### config.mk
export PLATFORM = sky130hd
export DESIGN_NAME = servo_feedback_frame_parser
export DESIGN_NICKNAME = d
export VERILOG_FILES = /design/src/sfp_pkg.sv /design/src/servo_feedback_frame_parser.sv /design/src/sfp_frame_core.sv
export SDC_FILE = /design/constraint.sdc
export NUM_CORES = 1
export LEC_CHECK = 0
export BUFFER_PORTS_ARGS = -buffer_cell sky130_fd_sc_hd__clkbuf_2
export CORE_MARGIN = 1.5
export CORE_UTILIZATION = 40
export CTS_CLUSTER_SIZE = 8
export DETAILED_ROUTE_END_ITERATION = 16
export SLEW_MARGIN = 25
export SYNTH_ARGS = -nofsm -noshare
export SYNTH_HDL_FRONTEND = slang
export SYNTH_SLANG_ARGS = --single-unit
### constraint.sdc
create_clock -name clock -period 8.2 [get_ports clock]
set_clock_uncertainty 0.2 [all_clocks]
set_input_delay 0 -clock clock [delete_from_list [all_inputs] [get_ports clock]]
set_output_delay 0 -clock clock [all_outputs]
set_load 0.02 [all_outputs]
### src/sfp_pkg.sv
// sfp_pkg: types and constants shared by the servo status frame parser
// used by sfp_frame_core and servo_feedback_frame_parser; no dependencies
`timescale 1ns / 1ps

package sfp_pkg;

   localparam int unsigned FrameLen = 21;
   localparam int unsigned SumEnd   = 20;
   localparam int unsigned CapDepth = 18;
   localparam int unsigned PosW     = 5;
   localparam int unsigned CapIdxW  = $clog2(CapDepth);

   localparam logic [7:0]      HDR_BYTE  = 8'hFF;
   localparam logic [PosW-1:0] POS_IDLE  = PosW'(FrameLen);
   localparam logic [PosW-1:0] POS_HDR2  = PosW'(1);
   localparam logic [PosW-1:0] POS_FIRST = PosW'(2);
   localparam logic [PosW-1:0] POS_CSUM  = PosW'(SumEnd);

   typedef struct packed {
      logic [7:0]  servo_id;
      logic [15:0] angle_now;
      logic [15:0] speed_now;
      logic [15:0] load_now;
      logic [7:0]  voltage_now;
      logic [7:0]  temperature_now;
      logic [7:0]  pending_write;
      logic [7:0]  error_bits;
      logic [7:0]  moving_flag;
      logic [15:0] target_angle_now;
      logic [15:0] current_now;
   } meas_type;

   typedef struct packed {
      logic done;
      logic ok;
   } frame_status_type;

endpackage

### src/servo_feedback_frame_parser.sv
// servo_feedback_frame_parser: top level, input beat register, held fields, result register
// depends on sfp_pkg and sfp_frame_core
//
//   channel | direction | handshake            | payload
//   req     | in        | req_valid/req_ready  | rx_byte, frame_start
//   rsp     | out       | rsp_valid/rsp_ready  | frame_ok and eleven measurement fields
//
// one byte accepted per cycle unless a stalled result holds the input register;
// a byte is processed from the input register, and a frame's result is registered for rsp
// reset: idle waiting for a start, held fields zero, no beat pending
// a stalled result holds only a frame-ending byte in the input register;
// all other bytes keep flowing
`timescale 1ns / 1ps

module servo_feedback_frame_parser (
   input  logic        clock,
   input  logic        reset,
   input  logic        req_valid,
   output logic        req_ready,
   input  logic [7:0]  req_rx_byte,
   input  logic        req_frame_start,
   output logic        rsp_valid,
   input  logic        rsp_ready,
   output logic        rsp_frame_ok,
   output logic [7:0]  rsp_servo_id,
   output logic [15:0] rsp_angle_now,
   output logic [15:0] rsp_speed_now,
   output logic [15:0] rsp_load_now,
   output logic [7:0]  rsp_voltage_now,
   output logic [7:0]  rsp_temperature_now,
   output logic [7:0]  rsp_pending_write,
   output logic [7:0]  rsp_error_bits,
   output logic [7:0]  rsp_moving_flag,
   output logic [15:0] rsp_target_angle_now,
   output logic [15:0] rsp_current_now
);
   import sfp_pkg::*;

   logic             in_valid_ff, in_valid_in;
   logic [7:0]       in_byte_ff;
   logic             in_start_ff;
   logic             advance;
   logic             load_rsp;
   logic             rsp_valid_ff, rsp_valid_in;
   logic             frame_ok_ff, frame_ok_in;
   meas_type         held_ff, held_in;
   meas_type         cap_meas;
   frame_status_type status;

   sfp_frame_core u_core (
      .clock       (clock),
      .reset       (reset),
      .step        (advance),
      .rx_byte     (in_byte_ff),
      .frame_start (in_start_ff),
      .status      (status),
      .cap_meas    (cap_meas)
   );

   assign advance   = in_valid_ff && (!status.done || !rsp_valid_ff || rsp_ready);
   assign load_rsp  = advance && status.done;
   assign req_ready = !in_valid_ff || advance;

   always_comb begin
      in_valid_in  = req_valid || (in_valid_ff && !advance);
      rsp_valid_in = rsp_valid_ff && !rsp_ready;
      frame_ok_in  = frame_ok_ff;
      held_in      = held_ff;
      if (load_rsp) begin
         rsp_valid_in = 1'b1;
         frame_ok_in  = status.ok;
         if (status.ok) begin
            held_in = cap_meas;
         end
      end
   end

   always_ff @(posedge clock) begin
      if (reset) begin
         in_valid_ff  <= 1'b0;
         rsp_valid_ff <= 1'b0;
         held_ff      <= '0;
      end else begin
         in_valid_ff  <= in_valid_in;
         rsp_valid_ff <= rsp_valid_in;
         held_ff      <= held_in;
      end
   end

   always_ff @(posedge clock) begin
      frame_ok_ff <= frame_ok_in;
      if (req_ready) begin
         in_byte_ff  <= req_rx_byte;
         in_start_ff <= req_frame_start;
      end
   end

   assign rsp_valid            = rsp_valid_ff;
   assign rsp_frame_ok         = frame_ok_ff;
   assign rsp_servo_id         = held_ff.servo_id;
   assign rsp_angle_now        = held_ff.angle_now;
   assign rsp_speed_now        = held_ff.speed_now;
   assign rsp_load_now         = held_ff.load_now;
   assign rsp_voltage_now      = held_ff.voltage_now;
   assign rsp_temperature_now  = held_ff.temperature_now;
   assign rsp_pending_write    = held_ff.pending_write;
   assign rsp_error_bits       = held_ff.error_bits;
   assign rsp_moving_flag      = held_ff.moving_flag;
   assign rsp_target_angle_now = held_ff.target_angle_now;
   assign rsp_current_now      = held_ff.current_now;

   // a new result never lands on a beat still waiting
   a_no_overwrite: assert property (@(posedge clock) disable iff (reset)
      load_rsp |-> (!rsp_valid_ff || rsp_ready))
      else $error("result loaded over a pending beat");

   // a bad frame leaves the held fields alone
   a_bad_keeps: assert property (@(posedge clock) disable iff (reset)
      (load_rsp && !status.ok) |=> (held_ff == $past(held_ff)))
      else $error("held fields changed on a bad frame");

   // a good frame takes its fields from the capture store
   a_good_loads: assert property (@(posedge clock) disable iff (reset)
      (load_rsp && status.ok) |=> (held_ff == $past(cap_meas) && frame_ok_ff))
      else $error("held fields not loaded on a good frame");

endmodule

### src/sfp_frame_core.sv
// sfp_frame_core: byte position, header check, running sum and capture store
// of one status frame; depends on sfp_pkg
`timescale 1ns / 1ps

module sfp_frame_core (
   input  logic                      clock,
   input  logic                      reset,
   input  logic                      step,
   input  logic [7:0]                rx_byte,
   input  logic                      frame_start,
   output sfp_pkg::frame_status_type status,
   output sfp_pkg::meas_type         cap_meas
);
   import sfp_pkg::*;

   logic [PosW-1:0] pos_ff, pos_in;
   logic [7:0]      sum_ff, sum_in;
   logic            hdr_ff, hdr_in;
   logic [7:0]      cap_ff [CapDepth];
   logic            cap_we;
   logic [CapIdxW-1:0] cap_idx;
   logic [PosW-1:0]    cap_off;

   assign cap_off = pos_ff - POS_FIRST;
   assign cap_idx = cap_off[CapIdxW-1:0];

   always_comb begin
      pos_in      = pos_ff;
      sum_in      = sum_ff;
      hdr_in      = hdr_ff;
      cap_we      = 1'b0;
      status.done = !frame_start && (pos_ff == POS_CSUM);
      status.ok   = hdr_ff && (~sum_ff == rx_byte);
      if (step) begin
         if (frame_start) begin
            sum_in = 8'd0;
            hdr_in = (rx_byte == HDR_BYTE);
            pos_in = POS_HDR2;
         end else if (pos_ff >= POS_IDLE) begin
            pos_in = pos_ff;
         end else if (pos_ff == POS_HDR2) begin
            hdr_in = hdr_ff && (rx_byte == HDR_BYTE);
            pos_in = POS_FIRST;
         end else if (pos_ff < POS_CSUM) begin
            cap_we = 1'b1;
            sum_in = sum_ff + rx_byte;
            pos_in = pos_ff + PosW'(1);
         end else begin
            pos_in = POS_IDLE;
         end
      end
   end

   always_ff @(posedge clock) begin
      if (reset) begin
         pos_ff <= POS_IDLE;
         sum_ff <= 8'd0;
         hdr_ff <= 1'b0;
      end else begin
         pos_ff <= pos_in;
         sum_ff <= sum_in;
         hdr_ff <= hdr_in;
      end
   end

   always_ff @(posedge clock) begin
      if (cap_we) begin
         cap_ff[cap_idx] <= rx_byte;
      end
   end

   // capture slot k holds frame byte k+2
   always_comb begin
      cap_meas.servo_id         = cap_ff[0];
      cap_meas.angle_now        = {cap_ff[4], cap_ff[3]};
      cap_meas.speed_now        = {cap_ff[6], cap_ff[5]};
      cap_meas.load_now         = {cap_ff[8], cap_ff[7]};
      cap_meas.voltage_now      = cap_ff[9];
      cap_meas.temperature_now  = cap_ff[10];
      cap_meas.pending_write    = cap_ff[11];
      cap_meas.error_bits       = cap_ff[12];
      cap_meas.moving_flag      = cap_ff[13];
      cap_meas.target_angle_now = {cap_ff[15], cap_ff[14]};
      cap_meas.current_now      = {cap_ff[17], cap_ff[16]};
   end

endmodule
# Yosys cells after proc, flatten, opt, wreduce, memory -nomap -nowiden
# Memories as Yosys holds them, arrays and structs flattened. A register that Yosys moved wholly into a read port is not among the register bits.
# Index checks and enable logic that the tools add are counted.
# classes
bitwise	1
order_cmp	2
n_reduce_logical	23
n_eq_ne	6
muxes	19
n_addsub	3
# ops
cell	n
two-way mux 8 bit	4
two-way mux 5 bit	4
two-way mux 1 bit	11
adder 8 bit	1
== test 8 bit	1
== test 8 bit, second input constant	1
inverter 8 bit	1
logical AND 1 bit	7
zero test 1 bit	6
adder 5 x 1 -> 5 bit, second input constant	1
== test 5 x 1 -> 1 bit, second input constant	1
== test 5 bit, second input constant	1
greater-or-equal comparator 5 bit, second input constant	1
less-than comparator 5 bit, second input constant	1
subtractor 5 x 2 -> 5 bit, second input constant	1
logical OR 1 bit	4
inequality test 2 bit, second input constant	2
AND reduction 2 bit	2
AND reduction 4 bit	1
nonzero test 2 bit	2
AND reduction 3 bit	1
# totals
input_bits	13
output_inout_bits	131
memories	1
ff_bits	26
ram_bits	144
word_cells	63
# mem_list
memory	depth	width	read_ports	rd_clocked_by_memory_dff	wr	line	text
u_core.cap_ff	18	8	16	16	1	sfp_frame_core.sv:19	logic [7:0] cap_ff [CapDepth];

# Longest topological paths before layout
# depth
ltp_word	9
mapped_depth	9
ltp_nobuf	7

# Modules after synthesis
# Synthesis repeated with hierarchy kept, for this count alone.
# hier_totals
hier_cells	877
hier_area_um2	11453.5
# by_module_without_submodules
module	cells_per_inst	area_per_inst_um2	instances	seq_area_each_um2
servo_feedback_frame_parser	576	6234.7	1	2902.8
sfp_frame_core	301	5218.8	1	4124.0

# Least setup slack after synthesis
# No wires, ideal clock.
# synth_timing
path_kind	register to register
start	reg u_core.pos_ff[1]
end	mem u_core.cap_ff[17][0], enable pin
n_path_buf	0
setup_slack_ns	5.345
t_required_ns	7.617
setup_time_ns	0.383
synth_period_minus_slack_ns	2.855
t_arrival_ns	2.272
stages_incl_launch_ff	8
path_cell_list	dfxtp_1 > inv_1 > ha_1 > a2111o_1 > a21oi_1 > and2b_1 > nand2_1 > nor3_1
# synth_via
elab_chain_len	9
word_cells_on_any_way	17
classes_between	add/sub: 1; order compare: 2; eq/ne: 2; mux: 7; reduce/logical: 5
# synth_rtl
element	line	text
start, declared	sfp_frame_core.sv:16	logic [PosW-1:0] pos_ff, pos_in;
start signal, assigned	sfp_frame_core.sv:60	pos_ff <= pos_in;
parallel branches: the longest is 9 deep, another holds less-than comparator 5 bit	-	
end, declared	sfp_frame_core.sv:19	
# Several ways; the timed one is not identified.

==> metrics.yaml <==
status: "completed"
start_util_pct: 41.0
fin_crit_sh_pct: 45.5
areaGrowthSynthToFinish_pct: 23.9
grtUsageTotal_pct: 17.0
r2r_cells: 7
die_area_um2: 26000
synth_area_leader_cell: "edfxtp_1"
reg2reg_from: "in_byte_ff[3]$_DFFE_PP_"
tightestPinTransition_ns: 0.977
finalSetupViolations: 0
drt_iter0_drc: 331
crit_type: "reg2reg"
synth_fp_nets: 744
antenna_left: 0
grt-ovfl-total: 0
place_area_um2: 11000
hold_viol: 0
post_cts_resized: 0
cts_buffers: 41
cts_max_path_buffers: 3
min_period_ns: 3.73
start_kind: "flip-flop"
critPathRequiredTime_ns: 8.35
cts-root-buf: "clkbuf_16"
r2r-end: "rsp_current_now[9]$_SDFFE_PP0P_"
arrival_ns: 3.88
grt_pass1_vias: 5900
syn_inst: 716
grt_max_degree: 89
core_um2: 24500
p_per_area_nw_per_um2: 248
grt_antenna_before_repair: 0
min_path_type: "in2reg"
worst-path-max-fanout: 88
ys_seq_area_share_pct: 70.1
post_cts_buffers: 0
clock_latency_ns: 0.51
rsz0062_at_grt: "false"
synthDistinctLibCells: 47
nets: 926
synth_area_um2: 10000
ys_top_cells_by_area: "edfxtp_1 (41%), dfxtp_1 (29%), mux2i_1 (13%), nor2_1 (5.5%), ha_1 (1.7%)"
ys_seq_elements: 282
drive_above_1_share_pct: 21.7
n_fill_cell: 2123
drcViolationCount: 0
async_reset_ff_share_pct: 0
io_pins: 144
via_per_inst: 4.83
dr.pass1.iters: 4
grt_pass1_wl_mm: 33.9
crit_path_end: "rsp_current_now[9]$_SDFFE_PP0P_"
slew_viol_final: 0
ys.flop_type: "dfxtp_1"
max-vdd-ir-drop_mv: 0.139
critPathCaptureType: "flip-flop"
num_rows: 57
num_antenna_cells: 0
final_util_pct: 50.8
dr_total_vias: 6053
cts.sinks: 282
tritoncts: "yes"
seq_area_um2: 7030
clkTransAtPathRegs_ns: 0.05
synth_edf_count: 138
hpwl_mm: 13.1
multiInputGateArea_um2: 2750
synth_top_area_share_pct: 41.3
die_w_um: 161
wl_per_cell_um: 17.6
design_area_um2: 12400
relSlewSlack_pct: 34.6
h-tree-depth: 2
synth.avg_cell_area_um2: 14.0
r2r_setup_slack_ns: 4.47
synth_warnings: 0
wirelength_mm: 22.0
p_leak_nw: 5.73
gp_congestion: 0.793
die_h_um: 161
critPathLaunch: "in_byte_ff[3]$_DFFE_PP_"
maxCapViolCount: 0
tns_ns: 0
fmax_mhz: 268
port_buffers: 143
cells by family (layout without fill, tap and decap cells):
group	Yosys count	after routing	synth area share [%]
XOR/XNOR	10	10	0.873
AND/OR/NAND/NOR	191	191	8.22
buffers and inverters	43	257	2.68
AO/OA/AOI/OAI	46	46	3.34
flip-flops	282	282	70.1
multiplexers	129	129	12.9
adder cells (fa/ha/maj)	15	15	1.95
flip-flops by register name, indices dropped and copies added, names as in the netlist:
signal / flops
rsp_pending_write: 8
rsp_moving_flag: 8
in_start_ff: 1
rsp_servo_id: 8
u_core.hdr_ff: 1
rsp_speed_now: 16
rsp_temperature_now: 8
in_byte_ff: 8
u_core.cap_ff: 128
rsp_angle_now: 16
u_core.sum_ff: 8
rsp_frame_ok: 1
rsp_error_bits: 8
rsp_load_now: 16
rsp_valid: 1
in_valid_ff: 1
u_core.pos_ff: 5
rsp_target_angle_now: 16
rsp_current_now: 16
rsp_voltage_now: 8
critical path: stages (launching register included):
cell	delay [ns]
edfxtp_1	0.74
ha_1	0.52
and3_1	0.20
and4b_1	0.28
nand3_4	0.62
buf_12	0.49
mux2i_1	0.27
nor2_1	0.05
where the power goes:
part | internal [mW] | switching (mW) | total, mW
combinational | 0.0215 | 0.0374 | 0.0589
clock | 0.955 | 0.571 | 1.53
sequential | 1.48 | 0.0127 | 1.50
total | 2.46 | 0.621 | 3.08
placed cells by master, fill, tap and decap left out, types with 2 or more instances in the layout:
cell type,synthesis,routed
a311oi_1,2,2
and3_1,2,2
clkbuf_1,18,31
nand4_1,4,4
mux2i_1,129,129
a21o_1,5,5
or3_1,2,2
nand2b_1,4,4
dfxtp_1,144,144
xor2_1,4,4
dlygate4sd3_1,0,22
nand2_1,10,10
nand3_1,6,5
nor2b_1,2,2
o21ai_0,8,8
buf_4,2,7
a22o_1,7,7
clkbuf_16,0,42
clkbuf_2,0,142
nor3_1,6,6
a21oi_1,12,12
inv_1,8,8
nor2_1,146,146
edfxtp_1,138,138
ha_1,14,14
xnor2_1,6,6
cells in the mapped netlist (all sizes together), types with 2 or more instances:
cell type / count
o21ai: 9
or3: 2
mux2i: 129
nand2b: 4
nor3: 6
a311oi: 2
nand4: 4
dfxtp: 144
nand2: 10
nand3: 6
edfxtp: 138
a21oi: 12
xnor2: 6
buf: 17
inv: 8
clkbuf: 18
and3: 2
nor2: 146
a21o: 5
a22o: 7
nor2b: 2
ha: 14
xor2: 4
area by class of cell:
class / count / share of cell area (%)
clock buffers: 73 / 9.39
inverters: 8 / 0.242
clock inverters: 2 / 0.181
well taps: 324 / 3.26
multi-input cells: 391 / 22.1
repair buffers: 174 / 8.29
flip-flops and latches: 282 / 56.5
metrics by stage:
| stage | setup slack, ns | cells | hold WS [ns] | total power [mW] |
|---|---|---|---|---|
| finish | 4.47 | 1254 | 0.211 | 3.08 |
| global route | 4.27 | 1254 | 0.257 | 3.20 |
| CTS | 4.47 | 1254 | 0.187 | 3.11 |
| detailed placement | 4.50 | 1157 | -0.0214 | 1.57 |
| global placement | 4.44 | 1155 | -0.0220 | 1.57 |
| floorplan | 5.35 | 716 | -0.101 | 1.55 |
worst min-delay path by stage:
stage / from / end / cells past startpoint
6_report: rsp_ready / rsp_frame_ok$_DFFE_PP_ / 4
5_1_grt: rsp_ready / rsp_valid$_SDFF_PP0_ / 4
4_1_cts: rsp_ready / rsp_frame_ok$_DFFE_PP_ / 4
3_5_place_dp: req_rx_byte[0] / in_byte_ff[0]$_DFFE_PP_ / 1
3_3_place_gp: req_rx_byte[5] / in_byte_ff[5]$_DFFE_PP_ / 1
2_1_floorplan: req_rx_byte[0] / in_byte_ff[0]$_DFFE_PP_ / 0
per-layer routing:
metal / wire length (um) / up-vias / track usage, %
met2: 9770 / 189 / 25.6
met3: 1630 / 37 / 4.42
met5: 0 / - / 0
met1: 10200 / 2890 / 24.0
met4: 383 / 0 / 5.18
li1: - / 2937 / -
timing repair:
| item | 4_1_cts | 5_1_grt |
|---|---|---|
| endpoints found under the hold margin | 85 | 0 |
| hold buffers | 22 | 0 |
| setup endpoints to repair | 0 | 0 |
Power figures use the tool's default switching activity.
